`config.mk`:
```
export PLATFORM = sky130hd
export DESIGN_NAME = copy_ratio_segmenter_top_flat
export DESIGN_NICKNAME = d
export VERILOG_FILES = /design/src/rtl/core/crs_pkg.sv /design/src/rtl/core/crs_if.sv /design/src/rtl/core/crs_queue.sv /design/src/rtl/core/crs_front.sv /design/src/rtl/core/crs_back.sv /design/src/rtl/core/copy_ratio_segmenter_top.sv /design/src/flat_wrapper.sv
export SDC_FILE = /design/constraint.sdc
export NUM_CORES = 2
export LEC_CHECK = 0
export BUFFER_PORTS_ARGS = -buffer_cell sky130_fd_sc_hd__buf_2
export CAP_MARGIN = 20
export CORE_MARGIN = 2
export CORE_UTILIZATION = 35
export CTS_BUF_LIST = sky130_fd_sc_hd__clkbuf_8
export CTS_CLUSTER_SIZE = 14
export DETAILED_ROUTE_END_ITERATION = 6
export PLACE_DENSITY = 0.57
export SETUP_SLACK_MARGIN = 0.1
export SYNTH_ARGS = -nofsm -noshare
export SYNTH_HDL_FRONTEND = slang
export SYNTH_HIERARCHICAL = 1
export SYNTH_SLANG_ARGS = --single-unit
```
`constraint.sdc`:
```
create_clock -name clk -period 20.7 [get_ports clk]
set_input_delay 2.07 -clock clk [delete_from_list [all_inputs] [get_ports clk]]
set_output_delay 2.07 -clock clk [all_outputs]
set_load 0.02 [all_outputs]
```
`src/rtl/core/crs_pkg.sv`:
```
`timescale 1ns / 1ps

package crs_pkg;

  localparam int RATIO_W = 24;
  localparam int DEPTH_W = 16;
  localparam int PROD_W = DEPTH_W + RATIO_W;
  localparam int SQ_W = 2 * DEPTH_W;
  localparam int SEG_START_W = 20;
  localparam int SEG_LEN_W = 21;
  localparam int SUM_W = 36;
  localparam int SQ_SUM_W = 52;
  localparam int CFG_INDEX_W = 3;
  localparam int CFG_DATA_W = 24;
  localparam int QUEUE_DEPTH = 2;

  localparam logic [RATIO_W-1:0] RATIO_ONE = 24'd65536;
  localparam logic [RATIO_W-1:0] RATIO_MAX = 24'hFFFFFF;
  localparam logic [DEPTH_W-1:0] DEPTH_ONE = 16'd16;
  localparam logic [SEG_LEN_W-1:0] LEN_FIELD_MAX = 21'h1FFFFF;

  localparam logic [CFG_INDEX_W-1:0] REG_RATIO_SCALE = 3'd0;
  localparam logic [CFG_INDEX_W-1:0] REG_DEL_THRESHOLD = 3'd1;
  localparam logic [CFG_INDEX_W-1:0] REG_DUP_THRESHOLD = 3'd2;
  localparam logic [CFG_INDEX_W-1:0] REG_STEP_THRESHOLD = 3'd3;
  localparam logic [CFG_INDEX_W-1:0] REG_HAS_BACKGROUND = 3'd4;

  typedef enum logic [1:0] {
    KIND_NORMAL = 2'd0,
    KIND_DEL    = 2'd1,
    KIND_DUP    = 2'd2
  } kind_t;

  typedef enum logic [2:0] {
    F_IDLE,
    F_MUL,
    F_CHK,
    F_DIV,
    F_PUSH
  } fstate_t;

  typedef struct packed {
    logic [RATIO_W-1:0] ratio_scale;
    logic [RATIO_W-1:0] del_threshold;
    logic [RATIO_W-1:0] dup_threshold;
    logic [RATIO_W-1:0] step_threshold;
    logic               has_background;
  } cfg_t;

  // One classified bin as it travels from the front to the back.
  typedef struct packed {
    logic [RATIO_W-1:0] ratio;
    logic [DEPTH_W-1:0] sample;
    logic [DEPTH_W-1:0] back;
    logic [SQ_W-1:0]    sample_sq;
    logic [SQ_W-1:0]    back_sq;
    logic               first_bin;
  } work_t;

endpackage

```
`src/rtl/core/crs_if.sv`:
```
`timescale 1ns / 1ps

interface crs_in_if;
  logic        valid;
  logic        ready;
  logic [15:0] sample_depth;
  logic [15:0] background_depth;
  logic        first_bin;

  modport source (output valid, output sample_depth, output background_depth,
                  output first_bin, input ready);
  modport sink (input valid, input sample_depth, input background_depth,
                input first_bin, output ready);
endinterface

interface crs_out_if;
  logic        valid;
  logic        ready;
  logic [1:0]  seg_kind;
  logic [19:0] seg_start;
  logic [20:0] seg_length;
  logic [35:0] sample_sum;
  logic [51:0] sample_square_sum;
  logic [35:0] back_sum;
  logic [51:0] back_square_sum;

  modport source (output valid, output seg_kind, output seg_start, output seg_length,
                  output sample_sum, output sample_square_sum, output back_sum,
                  output back_square_sum, input ready);
  modport sink (input valid, input seg_kind, input seg_start, input seg_length,
                input sample_sum, input sample_square_sum, input back_sum,
                input back_square_sum, output ready);
endinterface

```
`src/rtl/core/crs_queue.sv`:
```
`timescale 1ns / 1ps

module crs_queue (
  input  logic          clk,
  input  logic          rst,
  input  logic          push,
  input  crs_pkg::work_t push_data,
  output logic          full,
  input  logic          pop,
  output crs_pkg::work_t pop_data,
  output logic          empty
);

  localparam int DEPTH = crs_pkg::QUEUE_DEPTH;
  localparam int PTR_W = (DEPTH > 1) ? $clog2(DEPTH) : 1;
  localparam int CNT_W = $clog2(DEPTH + 1);

  crs_pkg::work_t     entries [DEPTH];
  logic [PTR_W-1:0]   wr_ptr;
  logic [PTR_W-1:0]   rd_ptr;
  logic [CNT_W-1:0]   count;
  logic               do_push;
  logic               do_pop;

  assign full     = (count == CNT_W'(DEPTH));
  assign empty    = (count == '0);
  assign do_push  = push && !full;
  assign do_pop   = pop && !empty;
  assign pop_data = entries[rd_ptr];

  always_ff @(posedge clk) begin
    if (rst) begin
      wr_ptr <= '0;
      rd_ptr <= '0;
      count  <= '0;
    end else begin
      if (do_push) begin
        wr_ptr <= (wr_ptr == PTR_W'(DEPTH - 1)) ? '0 : wr_ptr + 1'b1;
      end
      if (do_pop) begin
        rd_ptr <= (rd_ptr == PTR_W'(DEPTH - 1)) ? '0 : rd_ptr + 1'b1;
      end
      if (do_push && !do_pop) begin
        count <= count + 1'b1;
      end else if (do_pop && !do_push) begin
        count <= count - 1'b1;
      end
    end
  end

  always_ff @(posedge clk) begin
    if (do_push) begin
      entries[wr_ptr] <= push_data;
    end
  end

endmodule

```
`src/rtl/core/crs_front.sv`:
```
`timescale 1ns / 1ps

module crs_front (
  input  logic            clk,
  input  logic            rst,
  crs_in_if.sink          in_ch,
  input  crs_pkg::cfg_t   cfg,
  output logic            push,
  output crs_pkg::work_t  push_data,
  input  logic            full
);

  localparam int DIV_STEPS = crs_pkg::RATIO_W;
  localparam int CNT_W = $clog2(DIV_STEPS);

  crs_pkg::fstate_t state;
  crs_pkg::fstate_t state_next;

  logic [crs_pkg::DEPTH_W-1:0] sample;
  logic [crs_pkg::DEPTH_W-1:0] back;
  logic                        first_bin;
  logic [crs_pkg::DEPTH_W-1:0] rem;
  logic [crs_pkg::RATIO_W-1:0] quo;
  logic [crs_pkg::SQ_W-1:0]    sample_sq;
  logic [crs_pkg::SQ_W-1:0]    back_sq;
  logic [CNT_W-1:0]            step_cnt;
  logic [crs_pkg::PROD_W-1:0]  prod;
  logic [crs_pkg::DEPTH_W:0]   trial;
  logic                        fits;
  logic                        accept;

  assign accept = in_ch.valid && in_ch.ready;
  assign prod   = crs_pkg::PROD_W'(sample) * crs_pkg::PROD_W'(cfg.ratio_scale);
  assign trial  = {rem, quo[crs_pkg::RATIO_W-1]};
  assign fits   = (trial >= {1'b0, back});

  always_ff @(posedge clk) begin
    if (rst) begin
      state <= crs_pkg::F_IDLE;
    end else begin
      state <= state_next;
    end
  end

  always_comb begin
    state_next  = state;
    in_ch.ready = 1'b0;
    push        = 1'b0;
    case (state)
      crs_pkg::F_IDLE: begin
        in_ch.ready = 1'b1;
        if (in_ch.valid) begin
          state_next = crs_pkg::F_MUL;
        end
      end
      crs_pkg::F_MUL: begin
        state_next = crs_pkg::F_CHK;
      end
      crs_pkg::F_CHK: begin
        // A quotient that would not fit in 24 bits, or a zero divisor, saturates.
        state_next = (rem >= back) ? crs_pkg::F_PUSH : crs_pkg::F_DIV;
      end
      crs_pkg::F_DIV: begin
        if (step_cnt == CNT_W'(DIV_STEPS - 1)) begin
          state_next = crs_pkg::F_PUSH;
        end
      end
      crs_pkg::F_PUSH: begin
        push = 1'b1;
        if (!full) begin
          state_next = crs_pkg::F_IDLE;
        end
      end
      default: begin
        state_next = crs_pkg::F_IDLE;
      end
    endcase
  end

  always_ff @(posedge clk) begin
    case (state)
      crs_pkg::F_IDLE: begin
        if (accept) begin
          sample    <= in_ch.sample_depth;
          back      <= cfg.has_background ? in_ch.background_depth : crs_pkg::DEPTH_ONE;
          first_bin <= in_ch.first_bin;
        end
      end
      crs_pkg::F_MUL: begin
        {rem, quo} <= prod;
        sample_sq  <= crs_pkg::SQ_W'(sample) * crs_pkg::SQ_W'(sample);
        back_sq    <= crs_pkg::SQ_W'(back) * crs_pkg::SQ_W'(back);
        step_cnt   <= '0;
      end
      crs_pkg::F_CHK: begin
        if (rem >= back) begin
          quo <= crs_pkg::RATIO_MAX;
        end
      end
      crs_pkg::F_DIV: begin
        // Restoring division, one quotient bit per cycle, MSB first.
        if (fits) begin
          rem <= crs_pkg::DEPTH_W'(trial - {1'b0, back});
        end else begin
          rem <= crs_pkg::DEPTH_W'(trial);
        end
        quo      <= {quo[crs_pkg::RATIO_W-2:0], fits};
        step_cnt <= step_cnt + 1'b1;
      end
      default: begin
      end
    endcase
  end

  always_comb begin
    push_data.ratio     = quo;
    push_data.sample    = sample;
    push_data.back      = back;
    push_data.sample_sq = sample_sq;
    push_data.back_sq   = back_sq;
    push_data.first_bin = first_bin;
  end

`ifndef SYNTHESIS
  // The partial remainder must stay below the divisor through every step.
  a_rem_below_divisor: assert property (@(posedge clk) disable iff (rst)
    (state == crs_pkg::F_DIV) |-> (rem < back))
    else $error("divider remainder not below divisor");

  a_push_after_work: assert property (@(posedge clk) disable iff (rst)
    (state == crs_pkg::F_PUSH) |-> ($past(state) == crs_pkg::F_PUSH ||
      $past(state) == crs_pkg::F_DIV || $past(state) == crs_pkg::F_CHK))
    else $error("front pushed without finishing a ratio");
`endif

endmodule

```
`src/rtl/core/crs_back.sv`:
```
`timescale 1ns / 1ps

module crs_back #(
  parameter int MAX_BINS = 1048576
) (
  input  logic            clk,
  input  logic            rst,
  input  crs_pkg::cfg_t   cfg,
  input  crs_pkg::work_t  work,
  input  logic            empty,
  output logic            pop,
  crs_out_if.source       out_ch
);

  localparam int IDX_W = $clog2(MAX_BINS);
  localparam int LEN_W = crs_pkg::SEG_LEN_W;
  localparam logic [LEN_W-1:0] LEN_CAP =
    (MAX_BINS < 2097151) ? LEN_W'(MAX_BINS) : crs_pkg::LEN_FIELD_MAX;
  localparam logic [crs_pkg::SUM_W-1:0] SUM_MAX = '1;
  localparam logic [crs_pkg::SQ_SUM_W-1:0] SQ_MAX = '1;

  crs_pkg::kind_t               mode;
  logic                         segment_open;
  logic [crs_pkg::RATIO_W-1:0]  prev_ratio;
  logic [IDX_W-1:0]             bin_index;
  logic [IDX_W-1:0]             start_index;
  logic [LEN_W-1:0]             run_length;
  logic [crs_pkg::SUM_W-1:0]    acc_sample;
  logic [crs_pkg::SQ_SUM_W-1:0] acc_sample_sq;
  logic [crs_pkg::SUM_W-1:0]    acc_back;
  logic [crs_pkg::SQ_SUM_W-1:0] acc_back_sq;

  logic                         out_valid;
  crs_pkg::kind_t               out_kind;
  logic [crs_pkg::SEG_START_W-1:0] out_start;
  logic [LEN_W-1:0]             out_length;
  logic [crs_pkg::SUM_W-1:0]    out_sample_sum;
  logic [crs_pkg::SQ_SUM_W-1:0] out_sample_sq;
  logic [crs_pkg::SUM_W-1:0]    out_back_sum;
  logic [crs_pkg::SQ_SUM_W-1:0] out_back_sq;

  logic [crs_pkg::RATIO_W-1:0]  prev_eff;
  logic                         open_eff;
  logic [IDX_W-1:0]             idx_eff;
  logic signed [25:0]           delta;
  logic signed [25:0]           step;
  logic                         is_low;
  logic                         is_high;
  crs_pkg::kind_t               init_kind;
  crs_pkg::kind_t               new_kind;
  logic                         emit;

  function automatic logic [crs_pkg::SUM_W-1:0] sat_sum(
    input logic [crs_pkg::SUM_W-1:0] a,
    input logic [crs_pkg::DEPTH_W-1:0] b
  );
    logic [crs_pkg::SUM_W:0] s;
    s = {1'b0, a} + (crs_pkg::SUM_W + 1)'(b);
    return s[crs_pkg::SUM_W] ? SUM_MAX : s[crs_pkg::SUM_W-1:0];
  endfunction

  function automatic logic [crs_pkg::SQ_SUM_W-1:0] sat_sq(
    input logic [crs_pkg::SQ_SUM_W-1:0] a,
    input logic [crs_pkg::SQ_W-1:0] b
  );
    logic [crs_pkg::SQ_SUM_W:0] s;
    s = {1'b0, a} + (crs_pkg::SQ_SUM_W + 1)'(b);
    return s[crs_pkg::SQ_SUM_W] ? SQ_MAX : s[crs_pkg::SQ_SUM_W-1:0];
  endfunction

  assign pop = !empty && (!out_valid || out_ch.ready);

  // A first-bin mark restarts the sequence before the bin is judged.
  assign prev_eff = work.first_bin ? crs_pkg::RATIO_ONE : prev_ratio;
  assign open_eff = work.first_bin ? 1'b0 : segment_open;
  assign idx_eff  = work.first_bin ? '0 : bin_index;

  assign delta   = $signed({2'b00, work.ratio}) - $signed({2'b00, prev_eff});
  assign step    = $signed({2'b00, cfg.step_threshold});
  assign is_low  = (work.ratio <= cfg.del_threshold);
  assign is_high = (work.ratio >= cfg.dup_threshold);

  always_comb begin
    if (is_low && (delta <= -step)) begin
      init_kind = crs_pkg::KIND_DEL;
    end else if (is_high && (delta >= step)) begin
      init_kind = crs_pkg::KIND_DUP;
    end else begin
      init_kind = crs_pkg::KIND_NORMAL;
    end
  end

  always_comb begin
    emit     = 1'b0;
    new_kind = init_kind;
    case (mode)
      crs_pkg::KIND_DEL: begin
        emit     = !is_low || (delta > step) || (delta < -step);
        new_kind = is_low ? crs_pkg::KIND_DEL : init_kind;
      end
      crs_pkg::KIND_DUP: begin
        emit     = !is_high || (delta >= step);
        new_kind = is_high ? crs_pkg::KIND_DUP : init_kind;
      end
      default: begin
        emit = (init_kind != crs_pkg::KIND_NORMAL);
      end
    endcase
    if (!open_eff) begin
      emit     = 1'b0;
      new_kind = init_kind;
    end
  end

  always_ff @(posedge clk) begin
    if (rst) begin
      mode         <= crs_pkg::KIND_NORMAL;
      segment_open <= 1'b0;
      prev_ratio   <= crs_pkg::RATIO_ONE;
      bin_index    <= '0;
      start_index  <= '0;
      run_length   <= '0;
    end else if (pop) begin
      prev_ratio <= work.ratio;
      bin_index  <= (idx_eff == IDX_W'(MAX_BINS - 1)) ? '0 : idx_eff + 1'b1;
      if (!open_eff || emit) begin
        mode         <= new_kind;
        segment_open <= 1'b1;
        start_index  <= idx_eff;
        run_length   <= LEN_W'(1);
      end else if (run_length < LEN_CAP) begin
        run_length <= run_length + 1'b1;
      end
    end
  end

  always_ff @(posedge clk) begin
    if (pop) begin
      if (!open_eff || emit) begin
        acc_sample    <= crs_pkg::SUM_W'(work.sample);
        acc_sample_sq <= crs_pkg::SQ_SUM_W'(work.sample_sq);
        acc_back      <= crs_pkg::SUM_W'(work.back);
        acc_back_sq   <= crs_pkg::SQ_SUM_W'(work.back_sq);
      end else begin
        acc_sample    <= sat_sum(acc_sample, work.sample);
        acc_sample_sq <= sat_sq(acc_sample_sq, work.sample_sq);
        acc_back      <= sat_sum(acc_back, work.back);
        acc_back_sq   <= sat_sq(acc_back_sq, work.back_sq);
      end
    end
  end

  always_ff @(posedge clk) begin
    if (rst) begin
      out_valid <= 1'b0;
    end else if (pop && emit) begin
      out_valid <= 1'b1;
    end else if (out_ch.ready) begin
      out_valid <= 1'b0;
    end
  end

  always_ff @(posedge clk) begin
    if (pop && emit) begin
      out_kind       <= mode;
      out_start      <= crs_pkg::SEG_START_W'(start_index);
      out_length     <= run_length;
      out_sample_sum <= acc_sample;
      out_sample_sq  <= acc_sample_sq;
      out_back_sum   <= acc_back;
      out_back_sq    <= acc_back_sq;
    end
  end

  assign out_ch.valid             = out_valid;
  assign out_ch.seg_kind          = out_kind;
  assign out_ch.seg_start         = out_start;
  assign out_ch.seg_length        = out_length;
  assign out_ch.sample_sum        = out_sample_sum;
  assign out_ch.sample_square_sum = out_sample_sq;
  assign out_ch.back_sum          = out_back_sum;
  assign out_ch.back_square_sum   = out_back_sq;

`ifndef SYNTHESIS
  a_open_has_length: assert property (@(posedge clk) disable iff (rst)
    segment_open |-> (run_length != '0))
    else $error("open segment with zero length");

  a_first_bin_no_result: assert property (@(posedge clk) disable iff (rst)
    (pop && work.first_bin) |-> !emit)
    else $error("first bin closed a dropped segment");

  a_first_bin_index: assert property (@(posedge clk) disable iff (rst)
    (pop && work.first_bin) |=> (bin_index == IDX_W'(1)))
    else $error("bin index not restarted by first bin");

  a_result_nonempty: assert property (@(posedge clk) disable iff (rst)
    out_valid |-> (out_length != '0))
    else $error("result with zero length");
`endif

endmodule

```
`src/rtl/core/copy_ratio_segmenter_top.sv`:
```
`timescale 1ns / 1ps

// Channel   Role    Handshake            Payload
// in_ch     sink    valid/ready          sample_depth, background_depth, first_bin
// out_ch    source  valid/ready          seg_kind, seg_start, seg_length, four sums
// cfg       write   cfg_we, no wait      cfg_index, cfg_data
//
// The front takes one bin at a time and accepts the next only after pushing the last:
// accept, multiply, range check, 24 steps of the radix-2 ratio divider (skipped on
// saturation), and a push into a two-entry queue.
// The back judges and accumulates one queued bin per cycle while the queue is not empty and the output is not stalled.
// Synchronous reset restores the register defaults and empties the pipeline.
// A stalled output holds one result; the queue then fills and the front waits.

module copy_ratio_segmenter_top #(
  parameter int MAX_BINS = 1048576
) (
  input  logic                              clk,
  input  logic                              rst,
  crs_in_if.sink                            in_ch,
  crs_out_if.source                         out_ch,
  input  logic                              cfg_we,
  input  logic [crs_pkg::CFG_INDEX_W-1:0]   cfg_index,
  input  logic [crs_pkg::CFG_DATA_W-1:0]    cfg_data
);

  crs_pkg::cfg_t  cfg;
  crs_pkg::work_t push_data;
  crs_pkg::work_t pop_data;
  logic           push;
  logic           full;
  logic           pop;
  logic           empty;

  always_ff @(posedge clk) begin
    if (rst) begin
      cfg.ratio_scale    <= 24'd65536;
      cfg.del_threshold  <= 24'd49152;
      cfg.dup_threshold  <= 24'd81920;
      cfg.step_threshold <= 24'd16384;
      cfg.has_background <= 1'b0;
    end else if (cfg_we) begin
      case (cfg_index)
        crs_pkg::REG_RATIO_SCALE:    cfg.ratio_scale    <= cfg_data;
        crs_pkg::REG_DEL_THRESHOLD:  cfg.del_threshold  <= cfg_data;
        crs_pkg::REG_DUP_THRESHOLD:  cfg.dup_threshold  <= cfg_data;
        crs_pkg::REG_STEP_THRESHOLD: cfg.step_threshold <= cfg_data;
        crs_pkg::REG_HAS_BACKGROUND: cfg.has_background <= cfg_data[0];
        default: begin
        end
      endcase
    end
  end

  crs_front u_front (
    .clk       (clk),
    .rst       (rst),
    .in_ch     (in_ch),
    .cfg       (cfg),
    .push      (push),
    .push_data (push_data),
    .full      (full)
  );

  crs_queue u_queue (
    .clk       (clk),
    .rst       (rst),
    .push      (push),
    .push_data (push_data),
    .full      (full),
    .pop       (pop),
    .pop_data  (pop_data),
    .empty     (empty)
  );

  crs_back #(
    .MAX_BINS (MAX_BINS)
  ) u_back (
    .clk    (clk),
    .rst    (rst),
    .cfg    (cfg),
    .work   (pop_data),
    .empty  (empty),
    .pop    (pop),
    .out_ch (out_ch)
  );

endmodule
```
`src/flat_wrapper.sv`:
```
// flat-port wrapper written by rule: the top's interface ports become plain ports
module copy_ratio_segmenter_top_flat 
#(
  parameter int MAX_BINS = 1048576
)
  (clk, rst, cfg_we, cfg_index, cfg_data, in_ch_valid, in_ch_sample_depth, in_ch_background_depth, in_ch_first_bin, in_ch_ready, out_ch_valid, out_ch_seg_kind, out_ch_seg_start, out_ch_seg_length, out_ch_sample_sum, out_ch_sample_square_sum, out_ch_back_sum, out_ch_back_square_sum, out_ch_ready);
  crs_in_if in_ch_i ();
  crs_out_if out_ch_i ();
  input  logic clk;
  input  logic rst;
  input  logic cfg_we;
  input  logic [crs_pkg::CFG_INDEX_W-1:0] cfg_index;
  input  logic [crs_pkg::CFG_DATA_W-1:0] cfg_data;
  input wire logic [$bits(in_ch_i.valid)-1:0] in_ch_valid;
  input wire logic [$bits(in_ch_i.sample_depth)-1:0] in_ch_sample_depth;
  input wire logic [$bits(in_ch_i.background_depth)-1:0] in_ch_background_depth;
  input wire logic [$bits(in_ch_i.first_bin)-1:0] in_ch_first_bin;
  output wire logic [$bits(in_ch_i.ready)-1:0] in_ch_ready;
  output wire logic [$bits(out_ch_i.valid)-1:0] out_ch_valid;
  output wire logic [$bits(out_ch_i.seg_kind)-1:0] out_ch_seg_kind;
  output wire logic [$bits(out_ch_i.seg_start)-1:0] out_ch_seg_start;
  output wire logic [$bits(out_ch_i.seg_length)-1:0] out_ch_seg_length;
  output wire logic [$bits(out_ch_i.sample_sum)-1:0] out_ch_sample_sum;
  output wire logic [$bits(out_ch_i.sample_square_sum)-1:0] out_ch_sample_square_sum;
  output wire logic [$bits(out_ch_i.back_sum)-1:0] out_ch_back_sum;
  output wire logic [$bits(out_ch_i.back_square_sum)-1:0] out_ch_back_square_sum;
  input wire logic [$bits(out_ch_i.ready)-1:0] out_ch_ready;
  assign in_ch_i.valid = in_ch_valid;
  assign in_ch_i.sample_depth = in_ch_sample_depth;
  assign in_ch_i.background_depth = in_ch_background_depth;
  assign in_ch_i.first_bin = in_ch_first_bin;
  assign in_ch_ready = in_ch_i.ready;
  assign out_ch_valid = out_ch_i.valid;
  assign out_ch_seg_kind = out_ch_i.seg_kind;
  assign out_ch_seg_start = out_ch_i.seg_start;
  assign out_ch_seg_length = out_ch_i.seg_length;
  assign out_ch_sample_sum = out_ch_i.sample_sum;
  assign out_ch_sample_square_sum = out_ch_i.sample_square_sum;
  assign out_ch_back_sum = out_ch_i.back_sum;
  assign out_ch_back_square_sum = out_ch_i.back_square_sum;
  assign out_ch_i.ready = out_ch_ready;
  copy_ratio_segmenter_top #(.MAX_BINS(MAX_BINS)) u_core (.clk(clk), .rst(rst), .in_ch(in_ch_i), .out_ch(out_ch_i), .cfg_we(cfg_we), .cfg_index(cfg_index), .cfg_data(cfg_data));
endmodule
```
# Yosys cells after proc, flatten, opt, wreduce, memory -nomap -nowiden
# Memories as Yosys holds them, arrays and structs flattened. A register that Yosys moved wholly into a read port is not among the register bits.
# Index checks and enable logic that the tools add are counted.
[word_totals] register_bits=730 ram_bits=242 in_bits=65 mem_count=1
[memory_table] memory="u_core.u_queue.entries" depth=2 width=121 read_ports=1 rd_ports_with_merged_regs=1 write_ports=1 line="crs_queue.sv:18" source="crs_pkg::work_t entries [DEPTH];"
[classes] n_addsub=14 n_mul=3 n_lt_le_gt_ge=9 n_eq_ne=17 n_mux=44 n_reduce_logical=41
[op_table] operator="$add 52x32->53" n=2
[op_table] operator="$mux 52" n=2
[op_table] operator="$add 36x16->37" n=2
[op_table] operator="$mux 36" n=2
[op_table] operator="$pmux 24 s3" n=1
[op_table] operator="$mul 16x16->32" n=2
[op_table] operator="$mux 32" n=2
[op_table] operator="$mux 16" n=3
[op_table] operator="$mux 24" n=2
[op_table] operator="$mux 21" n=2
[op_table] operator="$mul 16x24->40" n=1
[op_table] operator="$mux 20" n=2
[op_table] operator="$pmux 16 s2" n=1
[op_table] operator="$le 25x26->1" n=1
[op_table] operator="$lt 25x26->1" n=1
[op_table] operator="$neg 24->26" n=1
[op_table] operator="$ge 25x25->1" n=1
[op_table] operator="$gt 25x25->1" n=1
[op_table] operator="$sub 24x24->25" n=1
[op_table] operator="$ge 24x24->1" n=1
[op_table] operator="$le 24x24->1" n=1
[op_table] operator="$add 21x1->21 const B" n=1
[op_table] operator="$lt 21x21->1 const B" n=1
[op_table] operator="$add 20x1->20 const B" n=1
[op_table] operator="31 further kinds" n=93

# Logic depth before layout (Yosys ltp)
[depth] depth_word=12 depth_mapped=31

# Hierarchy
# The synthesis kept the hierarchy.
[modules_own_cells] mod="crs_front" n_inst=1 cells_each=3572 area_each_um2=33160.6
[modules_own_cells] mod="crs_back" n_inst=1 cells_each=2672 area_each_um2=28100.7
[modules_own_cells] mod="crs_queue" n_inst=1 cells_each=401 area_each_um2=8971.1
[modules_own_cells] mod="copy_ratio_segmenter_top" n_inst=1 cells_each=349 area_each_um2=3883.7

# Least setup slack after synthesis
# Ideal clock, no wire load.
[synth_timing] kind="reg2reg" startpoint="register with a tool-made name" endpoint="register u_core.u_back.out_back_sq (netlist bit u_core/u_back/out_ch.back_square_sum[0]), enable pin" arrival_time_ns=10.320 path_slack_ns=9.771 stages_incl_launch_ff=25 path_buffers=4 path_cell_list="dfxtp_1 -> buf_2 -> mux2_2 -> clkbuf_1 -> clkbuf_1 -> clkbuf_1 -> nand2b_1 -> ha_1 -> or4_4 -> o21ai_0 -> a211oi_1 -> o31ai_1 -> a21oi_1 -> a221oi_1 -> inv_1 -> a21oi_1 -> xnor2_1 -> ha_1 -> and3_1 -> nand4_1 -> or4_1 -> o21bai_1 -> a22oi_2 -> mux2i_1 -> and3_1"
[synth_lines] item="end signal, assigned" line="crs_back.sv:171" source="out_back_sq <= acc_back_sq;"
[synth_lines] item="end, declared" line="crs_back.sv:40" source="logic [crs_pkg::SQ_SUM_W-1:0] out_back_sq;"

==> results_dict.tcl <==
set metrics [dict create \
    status "finished, final reports clean" \
    clock_latency_ns 0.91 \
    cp_common_cell "buf_4" \
    num_vias 50800 \
    leakage_nw 34.8 \
    grt_setup_unrepaired "false" \
    drv_cap 0 \
    cts_hold_buf 0 \
    layout_common_cells "inv_1 (1043), edfxtp_1 (777), fa_1 (640)" \
    postCtsSetupRepairBufs 0 \
    io_pins 286 \
    cts_tree "built" \
    crit_type "reg -> reg" \
    final_common_cell "inv_1" \
    setup-tns-final_ns 0 \
    syn_to_final_growth_pct 9.93 \
    coreArea_um2 210000 \
    wire_per_inst_um 18.4 \
    crit_path_start_kind "register" \
    drive_gt1_share_pct 10.9 \
    min_period_ns 8.87 \
    worstMarginPinSlew_ns 1.10 \
    drc 0 \
    num-nets-final 8520 \
    antenna_found_initial 6 \
    postRouteAntennaNets 0 \
    p_per_area_nw_per_um2 124 \
    crit_chain "mux2_2, buf_4, nand2b_1, ha_1, or4_4, o21ai_0, a211oi_1, o31ai_1, a21oi_1, a221oi_1, xnor2_1, ha_1, nand2_1, o21ai_1, a2111oi_0, a31oi_1, nor3_2, a211oi_1, a211oi_4, a22o_4, buf_4, buf_4, a31oi_1" \
    firstDrtPassIters 6 \
    cp_max_fo 97 \
    arrival_ns 9.45 \
    rows 168 \
    place.gp.congestion 0.869 \
    post-place-ws_ns 11.82 \
    fin_cells 10200 \
    h-tree-depth 4 \
    ir_worst_vdd_mv 0.224 \
    synthCells 6994 \
    die_area_um2 215000 \
    cts_root_buf "clkbuf_8" \
    utilization_pct 38.8 \
    hold_viol 0 \
    critPathSlowestCell "buf_4" \
    ys_seq_area_share_pct 36.7 \
    syn_area_um2 74100 \
    yosysWarnings 6 \
    fp.dieH_um 464 \
    min_path_type "reg -> reg" \
    syn_area_per_cell_um2 10.6 \
    finClkSkew_ns 0.0621 \
    critPathBufInv 3 \
    synth_cell_types 110 \
    die_width_um 464 \
    drtIter0Drc 3340 \
    grt_pass1_vias 52100 \
    clk_path_buf_depth 3 \
    place_inst 9882 \
    start_util_pct 35.3 \
    nFillCells 20600 \
    io_buffer_count 285 \
    wl_um 187000 \
    endpoint_kind "register" \
    crit_family "compound AO/OA/AOI/OAI gates" \
    critPathMaxStageDelay_ns 0.88 \
    clkTransAtPathRegs_ns 0.06 \
    finalCritPeriodShare_pct 42.9 \
    cts_buffers 165 \
    cts_resized 0 \
    hpwlAfterDp_um 137000 \
    gr-usage-all-layers_pct 17.4 \
    setup_viol 0 \
    timing.fmax_mhz 113 \
    synth_flop_cell "edfxtp_1" \
    grt_max_degree 104 \
    overflow 0 \
    maxSlewViolCount 0 \
    ys_ff_latch 971 \
    cts_num_sinks 971 \
    synth_edf_count 777 \
    async_flop_share_pct 0 \
    setup_ws_ns 11.83 \
    slew_headroom_pct 26.6 \
    grt_pass1_wl_um 297000 \
    cp.required_ns 21.28 \
    viasPerCell 4.99 \
]
==> cells by family (layout without fill, tap and decap cells) <==
family | count (synthesis) | after routing | synth area share [%]
buffers and inverters | 1282 | 1665 | 6.88
and+or+nand+nor | 1911 | 1911 | 12.8
AOI/OAI and AO/OA | 1094 | 1094 | 9.81
DFF | 971 | 971 | 36.7
adders and majority gates | 1209 | 1209 | 26.9
xor gates and xnor gates | 276 | 276 | 3.26
muxes | 250 | 250 | 3.59
other | 1 | 5 | 0.00506
==> synth_stat cells, types with 24 or more instances <==
cell	number	share of area, %
buf_2	36	0.24
and3_1	73	0.62
nand2b_1	197	1.7
inv_1	1000	5.1
a21oi_1	352	2.4
o21ai_0	182	1.2
dfxtp_1	194	5.2
edfxtp_1	777	31
a31oi_1	105	0.89
nand2_1	574	2.9
nand3_1	100	0.68
nor3_1	82	0.55
or3_1	24	0.20
nor2b_1	58	0.49
buf_4	29	0.29
o21bai_1	29	0.29
mux2i_1	124	1.7
ha_1	569	9.6
fa_1	640	17
and2_1	245	2.1
xor2_1	124	1.5
xnor2_1	152	1.8
mux2_2	126	1.9
o21a_1	56	0.57
a21o_1	85	0.86
clkbuf_1	188	0.95
nand4_1	54	0.46
a211oi_1	45	0.46
nor2_1	403	2.0
==> through the flow <==
| step | total power, mW | area [um^2] | hold slack [ns] |
|---|---|---|---|
| after global placement | 8.40 | 78300 | 0.415 |
| after floorplan | 6.99 | 74100 | 0.401 |
| after CTS | 10.2 | 81400 | 0.422 |
| after detailed placement | 8.49 | 78300 | 0.415 |
| after global routing | 11.1 | 81500 | 0.437 |
| final | 10.1 | 81500 | 0.423 |
==> worst reg2reg max path: stages, from the launching register on <==
cell	delay (ns)
dfxtp_4	0.59
mux2_2	0.38
buf_4	0.28
nand2b_1	0.23
ha_1	0.22
or4_4	0.55
o21ai_0	0.23
a211oi_1	0.11
o31ai_1	0.38
a21oi_1	0.15
a221oi_1	0.52
xnor2_1	0.25
ha_1	0.29
nand2_1	0.08
o21ai_1	0.08
a2111oi_0	0.40
a31oi_1	0.18
nor3_2	0.26
a211oi_1	0.12
a211oi_4	0.33
a22o_4	0.72
buf_4	0.94
buf_4	0.97
a31oi_1	0.29
==> flip-flops by register name (all words and copies together) (netlist names), 36 cells and up, named ones only <==
signal and count:
u_core/u_back/out_ch.sample_sum 36, u_core/u_queue/entries 242, u_core/u_back/acc_back_sq 52, u_core/u_back/out_ch.sample_square_sum 52, u_core/u_back/acc_sample 36, u_core/u_back/out_ch.back_square_sum 52
u_core/cfg 97, u_core/u_back/acc_sample_sq 52, u_core/u_back/out_ch.back_sum 36, u_core/u_back/acc_back 36
==> worst paths after layout <==
| kind | from | to | slack [ns] | depth (start not counted) |
|---|---|---|---|---|
| setup / recovery | register | u_core/u_back/acc_back_sq[1] | 11.83 | 23 |
| hold / removal | u_core/u_back/start_index[10] | u_core/u_back/out_ch.seg_start[10] | 0.42 | 0 |
| setup reg to reg | register | u_core/u_back/acc_back_sq[1] | 11.83 | 23 |
| hold reg to reg | u_core/u_back/start_index[10] | u_core/u_back/out_ch.seg_start[10] | 0.42 | 0 |
==> routing by layer <==
metal | track usage [%] | part of all wire [%] | up-vias
met5 | 0 | 0 | -
li1 | - | - | 24200
met4 | 5.15 | 2.7 | 0
met3 | 2.59 | 5.0 | 275
met1 | 24.4 | 47 | 25100
met2 | 27.6 | 46 | 1273
==> report_power, final <==
part           total, mW  switching [mW]  leakage (nW)  internal, mW
registers           2.66           0.100          8.71          2.56
clock network       1.64           0.805          1.75         0.840
logic               5.84            3.48          24.3          2.35
total               10.1            4.39          34.8          5.75
==> layout make-up <==
class                   instances  area (um^2)  area share [%]
well taps                    2805         3510            4.31
diodes                          3         7.51         0.00921
clock buffers                 176         2420            2.97
clock inverters               123          681           0.835
inverters                    1012         3810            4.68
repair buffers                354         1980            2.43
multi-input cells            4742        41800            51.4
flip-flops and latches        971        27200            33.4
Power figures use the tool's default switching activity.
